<file path="src/hdl/drodo_pkg.sv">
// shared types, constants and tables of the dead-reckoning odometry block
`timescale 1ns / 1ps
package drodo_pkg;

	// default build parameters
	localparam int CORDIC_STEPS_DEF = 16;
	localparam int ANGLE_BITS_DEF   = 16;

	// datapath widths
	localparam int CORDIC_W = 37;
	localparam int MUL_W    = 34;
	localparam int PROD_W   = 2 * MUL_W;
	localparam int TPS_W    = 30;
	localparam int DIVN_W   = 62;
	localparam int DCNT_W   = 5;

	// divider retires two quotient bits a cycle
	localparam logic [DCNT_W-1:0] DIV_ITERS = DCNT_W'(DIVN_W / 2);

	// reset tick rate and cordic start value (0.607252935 in q1.30)
	localparam logic [TPS_W-1:0] TPS_RESET = TPS_W'(1000000);
	localparam logic signed [CORDIC_W-1:0] CORDIC_GAIN = CORDIC_W'(652032874);
	localparam logic signed [CORDIC_W-1:0] ONE_Q30 = CORDIC_W'(1073741824);

	// atan(2^-i) with 2^32 per full circle
	localparam logic [31:0] ATAN_TABLE [0:23] = '{
		32'h20000000, 32'h12E4051E, 32'h09FB385B, 32'h051111D4, 32'h028B0D43, 32'h0145D7E1,
		32'h00A2F61E, 32'h00517C55, 32'h0028BE53, 32'h00145F2F, 32'h000A2F98, 32'h000517CC,
		32'h00028BE6, 32'h000145F3, 32'h0000A2FA, 32'h0000517D, 32'h000028BE, 32'h0000145F,
		32'h00000A30, 32'h00000518, 32'h0000028C, 32'h00000146, 32'h000000A3, 32'h00000051
	};

	// item kinds
	localparam logic CMD_DISTANCE    = 1'b0;
	localparam logic CMD_ORIENTATION = 1'b1;

	// datapath operations
	typedef enum logic [4:0] {
		OP_NONE,
		OP_LATCH,
		OP_QA,
		OP_QB,
		OP_QC,
		OP_QD,
		OP_VLOAD,
		OP_ITER,
		OP_HEAD,
		OP_DLOAD,
		OP_DIVLD,
		OP_RUN,
		OP_MX,
		OP_MY,
		OP_VX,
		OP_VY,
		OP_VEND,
		OP_OUT
	} dp_op_t;

	typedef struct packed {
		dp_op_t op;
	} dp_cmd_t;

	typedef struct packed {
		logic cordic_done;
		logic div_done;
	} dp_sts_t;

endpackage

</file>
<file path="src/hdl/drodo_ctrl.sv">
// sequencer for orientation and distance requests
`timescale 1ns / 1ps
module drodo_ctrl (
	input  logic               clk,
	input  logic               arst_n,
	input  logic               in_valid,
	input  logic               in_cmd,
	output logic               in_ready,
	output logic               out_valid,
	input  logic               out_ready,
	input  drodo_pkg::dp_sts_t sts,
	output drodo_pkg::dp_cmd_t cmd
);

	typedef enum logic [16:0] {
		S_IDLE  = 17'b00000000000000001,
		S_QA    = 17'b00000000000000010,
		S_QB    = 17'b00000000000000100,
		S_QC    = 17'b00000000000001000,
		S_QD    = 17'b00000000000010000,
		S_VLOAD = 17'b00000000000100000,
		S_VEC   = 17'b00000000001000000,
		S_HEAD  = 17'b00000000010000000,
		S_DLOAD = 17'b00000000100000000,
		S_DIVLD = 17'b00000001000000000,
		S_RUN   = 17'b00000010000000000,
		S_MX    = 17'b00000100000000000,
		S_MY    = 17'b00001000000000000,
		S_VX    = 17'b00010000000000000,
		S_VY    = 17'b00100000000000000,
		S_VEND  = 17'b01000000000000000,
		S_OUT   = 17'b10000000000000000
	} state_t;

	state_t state_q, state_d;
	logic   out_valid_q;
	logic   accept;
	logic   out_free;

	assign in_ready  = (state_q == S_IDLE);
	assign accept    = in_valid && in_ready;
	assign out_free  = !out_valid_q || out_ready;
	assign out_valid = out_valid_q;

	// next state and datapath command
	always_comb begin
		state_d = state_q;
		cmd.op  = drodo_pkg::OP_NONE;
		unique case (state_q)
			S_IDLE: begin
				if (accept) begin
					cmd.op  = drodo_pkg::OP_LATCH;
					state_d = (in_cmd == drodo_pkg::CMD_ORIENTATION) ? S_QA : S_DLOAD;
				end
			end
			S_QA: begin
				cmd.op  = drodo_pkg::OP_QA;
				state_d = S_QB;
			end
			S_QB: begin
				cmd.op  = drodo_pkg::OP_QB;
				state_d = S_QC;
			end
			S_QC: begin
				cmd.op  = drodo_pkg::OP_QC;
				state_d = S_QD;
			end
			S_QD: begin
				cmd.op  = drodo_pkg::OP_QD;
				state_d = S_VLOAD;
			end
			S_VLOAD: begin
				cmd.op  = drodo_pkg::OP_VLOAD;
				state_d = S_VEC;
			end
			S_VEC: begin
				cmd.op = drodo_pkg::OP_ITER;
				if (sts.cordic_done) begin
					state_d = S_HEAD;
				end
			end
			S_HEAD: begin
				cmd.op  = drodo_pkg::OP_HEAD;
				state_d = S_IDLE;
			end
			S_DLOAD: begin
				cmd.op  = drodo_pkg::OP_DLOAD;
				state_d = S_DIVLD;
			end
			S_DIVLD: begin
				cmd.op  = drodo_pkg::OP_DIVLD;
				state_d = S_RUN;
			end
			S_RUN: begin
				cmd.op = drodo_pkg::OP_RUN;
				if (sts.cordic_done && sts.div_done) begin
					state_d = S_MX;
				end
			end
			S_MX: begin
				cmd.op  = drodo_pkg::OP_MX;
				state_d = S_MY;
			end
			S_MY: begin
				cmd.op  = drodo_pkg::OP_MY;
				state_d = S_VX;
			end
			S_VX: begin
				cmd.op  = drodo_pkg::OP_VX;
				state_d = S_VY;
			end
			S_VY: begin
				cmd.op  = drodo_pkg::OP_VY;
				state_d = S_VEND;
			end
			S_VEND: begin
				cmd.op  = drodo_pkg::OP_VEND;
				state_d = S_OUT;
			end
			S_OUT: begin
				if (out_free) begin
					cmd.op  = drodo_pkg::OP_OUT;
					state_d = S_IDLE;
				end
			end
			default: begin
				state_d = S_IDLE;
			end
		endcase
	end

	// state register
	always_ff @(posedge clk or negedge arst_n) begin
		if (!arst_n) begin
			state_q <= S_IDLE;
		end else begin
			state_q <= state_d;
		end
	end

	// result valid flag
	always_ff @(posedge clk or negedge arst_n) begin
		if (!arst_n) begin
			out_valid_q <= 1'b0;
		end else if (state_q == S_OUT && out_free) begin
			out_valid_q <= 1'b1;
		end else if (out_ready) begin
			out_valid_q <= 1'b0;
		end
	end

	// a new result only comes from the output state
	a_out_from_state: assert property (@(posedge clk) disable iff (!arst_n)
		$rose(out_valid_q) |-> $past(state_q == S_OUT))
		else $error("result raised outside output state");

	// distance path leaves the run phase only with both units finished
	a_run_exit: assert property (@(posedge clk) disable iff (!arst_n)
		(state_q == S_MX) |-> $past(state_q == S_RUN && sts.cordic_done && sts.div_done))
		else $error("run phase left early");

	// heading is stored only after the vectoring pass completes
	a_head_after_vec: assert property (@(posedge clk) disable iff (!arst_n)
		(state_q == S_HEAD) |-> $past(state_q == S_VEC && sts.cordic_done))
		else $error("heading stored before cordic done");

	// no request taken while busy
	a_no_accept_busy: assert property (@(posedge clk) disable iff (!arst_n)
		(state_q != S_IDLE) |-> !in_ready)
		else $error("request accepted while busy");

endmodule

</file>
<file path="config.mk">
export PLATFORM = sky130hd
export DESIGN_NAME = drodo_ctrl
export DESIGN_NICKNAME = d
export VERILOG_FILES = /design/src/hdl/drodo_pkg.sv /design/src/hdl/drodo_ctrl.sv
export SDC_FILE = /design/constraint.sdc
export NUM_CORES = 1
export LEC_CHECK = 0
export BUFFER_PORTS_ARGS = -buffer_cell sky130_fd_sc_hd__clkbuf_2
export CAP_MARGIN = 0
export CORE_MARGIN = 2
export CORE_UTILIZATION = 30
export CTS_CLUSTER_DIAMETER = 100
export DETAILED_ROUTE_END_ITERATION = 16
export MAX_ROUTING_LAYER = met4
export SLEW_MARGIN = 20
export SYNTH_ARGS = -nofsm -noshare
export SYNTH_HDL_FRONTEND = slang
export SYNTH_SLANG_ARGS = --single-unit
</file>
<file path="constraint.sdc">
create_clock -name clk -period 2.9 [get_ports clk]
set_clock_uncertainty 0.05 [all_clocks]
set_input_delay 0.145 -clock clk [delete_from_list [all_inputs] [get_ports clk]]
set_output_delay 0.145 -clock clk [all_outputs]
set_load 0.1 [all_outputs]
</file>
==> results of run 1 <==
==> layer usage <==
layer	part of all wire	vias up
li1	-	471
met1	0.45	470
met2	0.51	16
met3	0.024	4
met4	0.017	0
met5	0	-
==> Yosys cell counts (all sizes together) (2+ instances only) <==
cell type  instances
nand2              4
inv                2
and4b              2
clkbuf             6
nor4b              9
nor2              11
xnor2              6
xor2               3
a21oi              3
dfrtp             17
nand2b             3
nand4              5
or2                3
and2               2
nor3               4
o2111ai            2
nor4               7
buf                5
o21ai              5
and3               2
nand3b             3
==> cell usage in the layout (no fill, tap or decap), types with 4 or more instances in the layout <==
cell,netlist,final
buf_4,2,4
clkbuf_2,0,10
clkbuf_8,6,4
dfrtp_1,17,17
nand2_1,4,4
nor2_1,11,11
nor3_1,4,4
nor4b_1,5,5
xnor2_1,6,6
==> power groups by stage <==
stage          Sequential (µW)  Clock (µW)  Combinational, µW
4_1_cts                    323         221                591
2_1_floorplan              288           0                564
5_1_grt                    328         234                633
6_report                   324         212                590
3_3_place_gp               326           0                586
3_5_place_dp               328           0                588
==> sequential cells by signal, summed over array words and instances (netlist names) <==
signal     count
state_q       17
out_valid      1
==> timing repair <==
action / in CTS / in global routing
hold endpoints to repair: 17 / 0
gates resized for setup: 0 / 4
hold buffers: 1 / 0
setup buffers: 0 / 0
setup endpoints to repair: 0 / 2
==> logic make-up after synthesis <==
kind of cell / after synthesis / share of synthesized area
AO/OA/AOI/OAI: 17 / 0.0881
XOR/XNOR: 9 / 0.0603
buffers and inverters: 13 / 0.102
flip-flops: 18 / 0.346
multiplexers: 1 / 0.00766
AND/OR/NAND/NOR: 64 / 0.397
==> worst max path at each step <==
stage                          start     end  slack [ps]  cells past startpoint
after floorplan           state_q[5]  cmd[0]        -210                      6
after CTS                 state_q[5]  cmd[0]          30                      6
final                     state_q[5]  cmd[0]         190                      6
after global routing      state_q[5]  cmd[0]          20                      6
after detailed placement  state_q[5]  cmd[0]         330                      6
after global placement    state_q[9]  cmd[1]         380                      7
==> stage by stage <==
stage	hold slack, ps	util
final	6.35	0.349
after floorplan	-201	-
after detailed placement	80.5	0.332
after global routing	10.1	0.349
after global placement	71.9	0.332
after CTS	12.2	0.348
==> worst reg2reg max path: stages, from the launching register on <==
cell	delay (ps)
dfrtp_1	490
nor4_4	520
nand4_4	230
nor4b_4	400
nand2_1	160
nor2_1	130
==> cell type report <==
cell class | instances | area, µm²
Clock buffer | 4 | 55.1
Sequential cell | 18 | 452
Multi-Input combinational cell | 91 | 743
Fill cell | 424 | 2660
Inverter | 2 | 7.51
Timing Repair Buffer | 17 | 105
Tap cell | 50 | 62.6
==> run_results.csv, run 1 <==
group,metric,value,unit
yosys,syn_area_per_cell,10.7,µm²
placed_design,place_worst_setup_slack,332,ps
die,dieArea,4900,µm²
route,ant_nets,0,
yosys,netlist_instances,122,
cells_and_area,antenna_cells,0,
yosys,seq_area_frac_synth,0.346,
cells_and_area,area_delta_synth_final,9.10,%
route,via_count,961,
placed_design,io_buffers,13,
cts,htreeDepth,1,
worst_setup_path,r2r-end,"state_q[8]",
route,wl,2600,µm
grt,grt_pass1_vias,922,
cells_and_area,final_cell_area,1430,µm²
cts,cts_tree,"done",
power_and_ir_drop,p_int,593,µW
worst_setup_path,cp_slowest_cell,"nor4_4",
power_and_ir_drop,p_clk_frac,0.189,
worst_setup_path,max_stage_delay,520,ps
cells_and_area,fin_cells,182,
worst_setup_path,critPathBufInv,1,
timing,maxSlewHeadroom,0.636,
die,pin_count,14,
worst_setup_path,critical_path_class,"flop to output port",
grt,use_met3,0.0216,
die,start_util,0.320,
die,core_area,4090,µm²
yosys,yosysWarnings,0,
grt,grtUsageMet2,0.185,
yosys,yosysTopAreaCell,"dfrtp_1",
cts,cts.sinks,18,
power_and_ir_drop,p_per_area,791,nW/µm²
worst_setup_path,reg2reg_from,"state_q[5]",
timing,rsz0062_at_grt,"false",
yosys,yosysUniqueCellTypes,51,
worst_setup_path,path_max_fanout,9,
worst_setup_path,rrSetupSlack,850,ps
worst_setup_path,r2r_cells,5,
placed_design,gp_congestion,0.813,
yosys,netlist_top_cells_area,"dfrtp_1 33%, clkbuf_8 6.3%, nor4_4 4.9%",
route,vias_per_cell,5.28,
route,drc,0,
yosys,synth.top_cell.area_share,0.326,
cells_and_area,nNetsFinal,140,
grt,grt_use_met1,0.146,
timing,tightestPinTransition,549,ps
placed_design,placed_cell_area,1360,µm²
die,chipHeight,70.0,µm
timing,hold_viol,0,
timing,drv_slew,0,
timing,fin_ws,191,ps
power_and_ir_drop,ir_drop,0.535,mV
cts,clock_path_buffers,2,
yosys,synth-edff-count,0,
cts,clk_pin_slew,70,ps
power_and_ir_drop,p_switching,534,µW
grt,grt_pass1_wl,4380,µm
placed_design,detailed_place_hpwl,1980,µm
power_and_ir_drop,leakagePower,0.000609,µW
worst_hold_path,hold_start,"in_cmd",
power_and_ir_drop,totalPowerFinal,1130,µW
grt,antenna_found_initial,0,
cts,cts_buffers,3,
placed_design,dpl.cell_count,177,
worst_setup_path,arrival,2510,ps
yosys,mappedNetlistArea,1310,µm²
yosys,synthArstFlopShare,1.00,
timing,setup-violations-final,0,
worst_setup_path,critical_path.top_delay_family,"simple AND/OR/NAND/NOR gates",
yosys,yosys_most_used_dff,"dfrtp_1",
worst_hold_path,hp-class,"input pin to flop",
grt,grt_max_degree,19,
route,dr.pass1.iters,4,
timing,fmax,369,MHz
worst_hold_path,hold_path_end,"state_q[8]",
power_and_ir_drop,seqPwrFrac,0.288,
yosys,syn_nets,129,
route,wl_per_cell,14.3,µm
die,die_w,70.0,µm
worst_setup_path,crit_chain,"nor4_4 -> nand4_4 -> nor4b_4 -> nand2_1 -> o2111ai_4 -> clkbuf_4",
grt,grt.total_usage,0.116,
timing,fin_setup_tns,0,ps
power_and_ir_drop,sw_frac_of_total,0.474,
yosys,synth-seq-cells,18,
cts,clk_latency,260,ps
timing,period_minus_slack,2710,ps
timing,period_share,0.934,
route,drt_iter0_markers,23,
worst_setup_path,worstPathRequired,2710,ps
outcome,status,"finished clean",
grt,overflow,0,
worst_setup_path,end_kind,"output port",
job,max_cap_viol_count,0,
grt,grt-busiest-layer,"met2",
cells_and_area,drive_above_1_share,0.265,
worst_setup_path,critPathLaunchType,"flop",
die,num_rows,23,
cts,root_buffer,"clkbuf_8",
worst_hold_path,whs_path_depth,2,
power_and_ir_drop,pwr-share-comb,0.524,
Note: power is estimated with default switching activity, not from simulation.
==> run 2: changes to the inputs <==
- CORE_ASPECT_RATIO: not set -> 1.1
- clock period: 2.9 -> 2.4 ns (I/O delays scaled with it)
==> run 2 against run 1 <==
Net effect:
- utilization rose by 5.2 points
- largest cell class unchanged
- cell count increased by 11%
- critical endpoint unchanged
- clock-buffer cell count unchanged
- setup slack worse by 110 ps
- non-clock buffer count rose by 16
==> run_results.csv, run 2 (synthesis results as in run 1) <==
group,metric,value,unit
outcome,status,"finished clean",
power_and_ir_drop,pwr-share-comb,0.596,
timing,fin_ws,85.0,ps
cells_and_area,drive_above_1_share,0.392,
cells_and_area,regMostFlops,"state_q",
timing,setup-violations-final,0,
timing,tightestPinTransition,540,ps
worst_hold_path,hp-class,"input pin to flop",
timing,maxSlewHeadroom,0.641,
timing,period_share,0.965,
die,dieArea,4900,µm²
worst_setup_path,critical_path.top_delay_family,"simple AND/OR/NAND/NOR gates",
cts,cts_tree,"done",
cts,clock_path_buffers,2,
cells_and_area,final_common_cell,"buf_4",
cts,root_buffer,"clkbuf_8",
cells_and_area,n_fill_cell,422,
grt,grt_pass1_wl,4570,µm
route,drc,0,
power_and_ir_drop,ir_drop,0.820,mV
die,num_rows,25,
job,max_cap_viol_count,0,
worst_setup_path,r2r_cells,6,
worst_setup_path,cp_slowest_cell,"dfrtp_2",
die,die_w,66.9,µm
placed_design,dpl.cell_count,187,
route,via_count,1033,
grt,grt-busiest-layer,"met2",
cells_and_area,final_core_util,0.401,
power_and_ir_drop,seqPwrFrac,0.247,
worst_hold_path,whs_path_depth,2,
cts,clk_latency,260,ps
worst_setup_path,max_stage_delay,440,ps
worst_setup_path,critPathLaunchType,"flop",
cells_and_area,largest_reg_flops,17,
die,chipHeight,73.2,µm
power_and_ir_drop,p_int,892,µW
grt,grtUsageMet2,0.200,
worst_setup_path,critical_path_class,"flop to output port",
grt,grt.total_usage,0.128,
cells_and_area,register_area,457,µm²
cells_and_area,fin_cells,202,
worst_setup_path,critPathBufInv,2,
cells_and_area,area_delta_synth_final,30.7,%
placed_design,detailed_place_hpwl,2110,µm
worst_setup_path,crit_cells,7,
cts,clk_pin_slew,70,ps
placed_design,place_worst_setup_slack,112,ps
power_and_ir_drop,p_per_area,939,nW/µm²
route,vias_per_cell,5.11,
placed_design,placed_cell_area,1500,µm²
grt,grt_max_degree,19,
timing,hold_viol,0,
die,pin_count,14,
worst_setup_path,worstPathRequired,2230,ps
cells_and_area,nNetsFinal,156,
timing,rsz0062_at_grt,"true",
power_and_ir_drop,p_clk_frac,0.157,
cts,cts.sinks,18,
grt,grt_pass1_vias,984,
timing,drv_slew,0,
worst_setup_path,arrival,2140,ps
cells_and_area,multi_input_area,806,µm²
cells_and_area,antenna_cells,0,
route,wl_per_cell,14.2,µm
route,ant_nets,0,
grt,grt_use_met1,0.159,
worst_setup_path,path_max_fanout,5,
die,core_area,4250,µm²
placed_design,gp_congestion,0.867,
cts,cts_buffers,3,
worst_setup_path,end_kind,"output port",
die,start_util,0.307,
cells_and_area,final_cell_area,1710,µm²
grt,antenna_found_initial,0,
grt,use_met3,0.0201,
route,dr.pass1.iters,4,
worst_setup_path,crit_chain,"nor4_4 -> buf_4 -> and2_1 -> nand4_1 -> o21ba_4 -> o2111ai_4 -> buf_12",
power_and_ir_drop,leakagePower,0.000718,µW
cells_and_area,layout_common_cells,"17 x buf_4, 13 x dfrtp_1, 11 x nor2_1, 7 x clkbuf_2",
power_and_ir_drop,totalPowerFinal,1600,µW
route,wl,2870,µm
timing,period_minus_slack,2310,ps
route,drt_iter0_markers,70,
power_and_ir_drop,p_switching,711,µW
placed_design,io_buffers,13,
cts,htreeDepth,1,
power_and_ir_drop,sw_frac_of_total,0.444,
timing,fmax,432,MHz
grt,overflow,0,
## run 2: cell count changes in the layout (fill, tap and decap cells not counted), sizes merged
cell	before	now
dlygate4sd3	1	2
buf	4	24
clkbuf	16	11
## run 2: power by group through the flow
stage | registers, µW | clock network [µW] | logic, µW
final | 396 | 251 | 956
after global routing | 400 | 273 | 1020
after CTS | 394 | 258 | 918
after detailed placement | 395 | 0 | 888
after global placement | 390 | 0 | 880
after floorplan | 348 | 0 | 690
## run 2: repair_timing
item,in CTS,in global routing
endpoints found under the hold margin,18,0
setup endpoints to repair,2,3
setup buffers,4,5
hold buffers,2,0
resized for setup,3,12
pin swaps,3,3
## run 2: worst paths after layout
| kind | from | to | slack [ps] |
|---|---|---|---|
| max | state_q[13] | cmd[0] | 90 |
| min | in_valid | state_q[0] | 30 |
| max reg2reg | state_q[10] | state_q[0] | 510 |
| min reg2reg | out_valid | out_valid | 520 |
| max in group asynchronous | arst_n | state_q[8] | 1660 |
| min in group asynchronous | arst_n | state_q[15] | 290 |
## run 2: final cells by class
type / instances / area share
flip-flops and latches: 18 / 0.268
repair buffers: 33 / 0.184
well taps: 54 / 0.0396
inverters: 2 / 0.00440
multi-input cells: 91 / 0.472
clock buffers: 4 / 0.0323
## run 2: worst reg2reg max path, delay by kind of cell, from the launching register on
| kind | cells | cell delay, ps |
|---|---|---|
| AO/OA/AOI/OAI | 3 | 950 |
| flip-flops | 1 | 410 |
| buffers and inverters | 1 | 180 |
| XOR/XNOR | 1 | 160 |
| AND/OR/NAND/NOR | 1 | 60 |
## run 2: metal layers
layer	up-vias	wire, µm
met5	-	0
met4	0	78
met1	496	1170
met2	30	1500
met3	8	121
li1	499	-
## run 2: through the flow
step | setup TNS [ps] | hold WS (ps)
2_1_floorplan | -2220 | -226
3_3_place_gp | 0 | 45.4
3_5_place_dp | 0 | 50.8
4_1_cts | 0 | 15.6
5_1_grt | -35.0 | 47.7
6_report | 0 | 26.6
